**src/design/hbs_pkg.sv**
```systemverilog
`timescale 1ns / 1ps
// ----------------------------------------------------------------------------
// hbs_pkg
// Shared types and constants of the hierarchical bitset successor block.
// ----------------------------------------------------------------------------
package hbs_pkg;

  localparam int WORD_BITS = 64;
  localparam int LEAVES    = 64;
  localparam int CAP       = LEAVES * WORD_BITS;
  localparam int BIT_W     = $clog2(WORD_BITS);
  localparam int LEAF_W    = $clog2(LEAVES);
  localparam int SLOT_W    = LEAF_W + BIT_W;

  localparam logic [SLOT_W-1:0]    N_MAX      = SLOT_W'(CAP - 2);
  localparam logic [SLOT_W-1:0]    SIZE_RESET = SLOT_W'(4094);
  localparam logic [WORD_BITS-1:0] WORD_ONE   = WORD_BITS'(1);
  localparam logic [WORD_BITS-1:0] WORD_ALL   = '1;

  typedef logic [2:0] mode_t;
  localparam mode_t MODE_INSERT   = 3'd0;
  localparam mode_t MODE_ERASE    = 3'd1;
  localparam mode_t MODE_CONTAINS = 3'd2;
  localparam mode_t MODE_NEXT     = 3'd3;
  localparam mode_t MODE_PREV     = 3'd4;
  localparam mode_t MODE_CLEAR    = 3'd5;

  typedef enum logic [2:0] {
    ST_CLR,
    ST_INIT_LO,
    ST_INIT_HI,
    ST_IDLE,
    ST_LEAF,
    ST_SUMM,
    ST_LEAF2,
    ST_DONE
  } state_t;

  typedef struct packed {
    logic              nz;
    logic [BIT_W-1:0]  idx;
  } scan_res_t;

endpackage

```
**src/design/hbs_scan.sv**
```systemverilog
`timescale 1ns / 1ps
// ----------------------------------------------------------------------------
// hbs_scan
// Bit scan unit: lowest or highest set bit of one word, plus a non-zero flag.
// ----------------------------------------------------------------------------
module hbs_scan
  import hbs_pkg::*;
(
  input  logic [WORD_BITS-1:0] word,
  input  logic                 dir_down,
  output scan_res_t            res
);

  always_comb begin
    res.nz  = |word;
    res.idx = '0;
    if (dir_down) begin
      // last hit wins: highest set bit
      for (int k = 0; k < WORD_BITS; k++) begin
        if (word[k]) res.idx = BIT_W'(k);
      end
    end else begin
      for (int k = WORD_BITS - 1; k >= 0; k--) begin
        if (word[k]) res.idx = BIT_W'(k);
      end
    end
  end

endmodule

```
**config.mk**
```make
export PLATFORM = sky130hd
export DESIGN_NAME = hbs_scan
export DESIGN_NICKNAME = d
export VERILOG_FILES = /design/src/design/hbs_pkg.sv /design/src/design/hbs_scan.sv
export SDC_FILE = /design/constraint.sdc
export NUM_CORES = 1
export LEC_CHECK = 0
export ABC_AREA = 1
export BUFFER_PORTS_ARGS = -buffer_cell sky130_fd_sc_hd__buf_4
export CAP_MARGIN = 20
export CORE_ASPECT_RATIO = 0.5
export CORE_MARGIN = 10
export CORE_UTILIZATION = 55
export DETAILED_ROUTE_END_ITERATION = 16
export PLACE_DENSITY = 0.95
export SETUP_SLACK_MARGIN = 0.3
export SYNTH_ARGS = -nofsm -noshare
export SYNTH_HDL_FRONTEND = slang
export SYNTH_SLANG_ARGS = --single-unit
```
**constraint.sdc**
```tcl
create_clock -name vclk -period 14.4
set_clock_uncertainty 0.2 [all_clocks]
set_input_delay 2.88 -clock vclk [all_inputs]
set_output_delay 2.88 -clock vclk [all_outputs]
set_load 0.02 [all_outputs]
```
==> impl_metrics.py <==
metrics = {
    "route": {
        "drt_iter0_drc": 74,
        "wl_met1_um": 2030,
        "wl_per_cell_um": 9.54,
        "highest_layer": "met4",
        "antenna_left": 0,
        "dr_wl_met2_um": 2310,
        "met3_length_um": 102,
        "routed_wl_um": 4470,
        "routed_via_density": 4.42,
        "drcViolationCount": 0,
        "num_vias": 2070,
        "drtPass1Iterations": 4,
    },
    "power": {
        "p_leak_uw": 0.00149,
        "peakVddDrop_mv": 0.0157,
        "p_per_area_mw_per_mm2": 25.2,
    },
    "final_layout": {
        "regArea_um2": 0,
        "multi_input_area_mm2": 0.00112,
        "area_delta_synth_final_pct": 35.4,
        "post-route-util": 0.821,
        "insertedDiodeCount": 0,
        "num-clock-buffers": 0,
        "drive_above_1_share": 0.213,
        "nFlopsAndLatches": 0,
        "nFillCells": 226,
        "nets": 498,
    },
    "timing": {
        "worstMarginPinSlew_ns": 0.263,
        "finalSetupTns_ns": 0,
        "rsz0062_at_grt": "no",
        "drv_slew": 0,
        "fin_crit_sh": 0.652,
        "min_period_ns": 9.38,
        "setup_violations": 0,
        "max_freq_mhz": 107,
        "hold_viol_final": 0,
        "maxSlewHeadroom": 0.824,
    },
    "global_route": {
        "antenna_found_initial": 0,
        "grt_first_pass_wirelength_um": 7600,
        "grt_usage": 0.143,
        "grt_max_degree": 8,
        "grt_overflow": 0,
        "grt_pass1_vias": 1897,
    },
    "synthesis": {
        "seq_area_frac_synth": 0,
        "yosysWarnings": 0,
        "synth_most_common_cell": "nand2_1",
        "netlist_area_mm2": 0.00166,
        "syn_avg_cell_area_um2": 4.62,
        "yosysTopAreaCellShare": 0.489,
        "synth_cell_types": 16,
        "synth_top_area_cell": "nand2_1",
        "synth_common_cells": "nand2_1, inv_1, nor2_1, bufinv_8, a21oi_1",
        "synthCells": 359,
        "syn-num-nets": 424,
        "synth.top_cells.by_area": "nand2_1, bufinv_8, inv_1",
    },
    "clock_tree": {
        "ctsHoldBuffers": 0,
        "post-cts-setup-buffer-count": 0,
        "cts_resized": 0,
    },
    "hold_path": {
        "hold_depth": 4,
        "worstHoldPathType": "input port to primary output",
        "worstHoldEndpoint": "res[0]",
        "hold_start": "dir_down",
    },
    "run": {
        "maxCapViolCount": 0,
    },
    "place": {
        "place_congestion": 0.797,
        "port_buffers": 72,
        "place_hpwl_um": 4090,
    },
    "critical_path": {
        "crit_fanout": 2,
        "arrival_ns": 6.30,
        "critical_path_class": "input port to primary output",
        "worstSetupEndpointType": "primary output",
        "cp_slowest_stage_delay_ns": 0.13,
        "critical-path-slowest-cell": "buf_4",
        "cp.required_ns": 11.32,
        "cp-start-kind": "input port",
        "cp_common_cell": "nand2_1",
    },
    "floorplanning": {
        "die_area_mm2": 0.00574,
        "die_w_um": 97.6,
        "row_count": 13,
        "initial_core_util": 0.607,
        "die_y_um": 58.8,
        "io_pins": 72,
        "core_mm2": 0.00273,
    },
    "run_status": {
        "outcome": "completed",
    },
}
worst max-delay path: cells and delay by family:
kind | cells | cell delay (ns)
buf+inv | 3 | 0.30
simple gates | 64 | 3.12
area by class of cell:
class | instances | area share
inverters | 73 | 0.239
multi-input cells | 286 | 0.500
well taps | 37 | 0.0206
repair buffers | 72 | 0.241
cell families (layout without fill, tap and decap cells):
family                 after synthesis  in the layout  synth area share
buffers and inverters               73            145             0.323
and+or+nand+nor                    264            264             0.602
AOI/OAI and AO/OA                   22             22            0.0747
how the worst max path moves through the flow:
| stage | to | start | slack, ns | depth (start not counted) |
|---|---|---|---|---|
| floorplan | res[0] | word[2] | 5.61 | 65 |
| global placement | res[0] | word[2] | 5.19 | 67 |
| detailed placement | res[0] | word[62] | 5.01 | 67 |
| CTS | res[0] | word[62] | 4.99 | 67 |
| global route | res[0] | word[62] | 4.29 | 67 |
| finish | res[0] | word[62] | 5.02 | 67 |
power by group:
part           switching [µW]  total [µW]  leakage, µW  internal (µW)
clock                       0           0            0              0
combinational            25.0        56.5      0.00149           31.5
sequential                  0           0            0              0
total                    25.0        56.5      0.00149           31.5
layout by cell type (no fill, tap or decap):
cell type and instances:
inv_2 1, inv_1 52, nand3_1 2, bufinv_8 19
o31ai_1 2, buf_4 72, clkinv_1 1, o21ai_1 6
nand2_1 216, o21bai_1 1, a21oi_1 9, nor2_1 44
o21ai_0 2, a32oi_1 1, a21boi_0 1, nand4_1 1
nor4_1 1
stage by stage:
| stage | area (µm²) | worst slack, ns | total power, µW | instances | hold slack, ns |
|---|---|---|---|---|---|
| 2_1_floorplan | 1660 | 5.61 | 34.5 | 359 | 5.73 |
| 6_report | 2240 | 5.02 | 56.5 | 468 | 5.92 |
| 3_5_place_dp | 2240 | 5.01 | 56.5 | 468 | 5.92 |
| 5_1_grt | 2240 | 4.29 | 63.5 | 468 | 5.96 |
| 3_3_place_gp | 2240 | 5.19 | 54.5 | 468 | 5.91 |
| 4_1_cts | 2240 | 4.99 | 56.7 | 468 | 5.92 |
metal layers:
| metal | up-vias | track usage |
|---|---|---|
| met5 | - | 0 |
| met4 | 0 | 0.00823 |
| li1 | 1184 | - |
| met2 | 36 | 0.295 |
| met1 | 846 | 0.168 |
| met3 | 4 | 0.00815 |
Power figures use the tool's default switching activity.
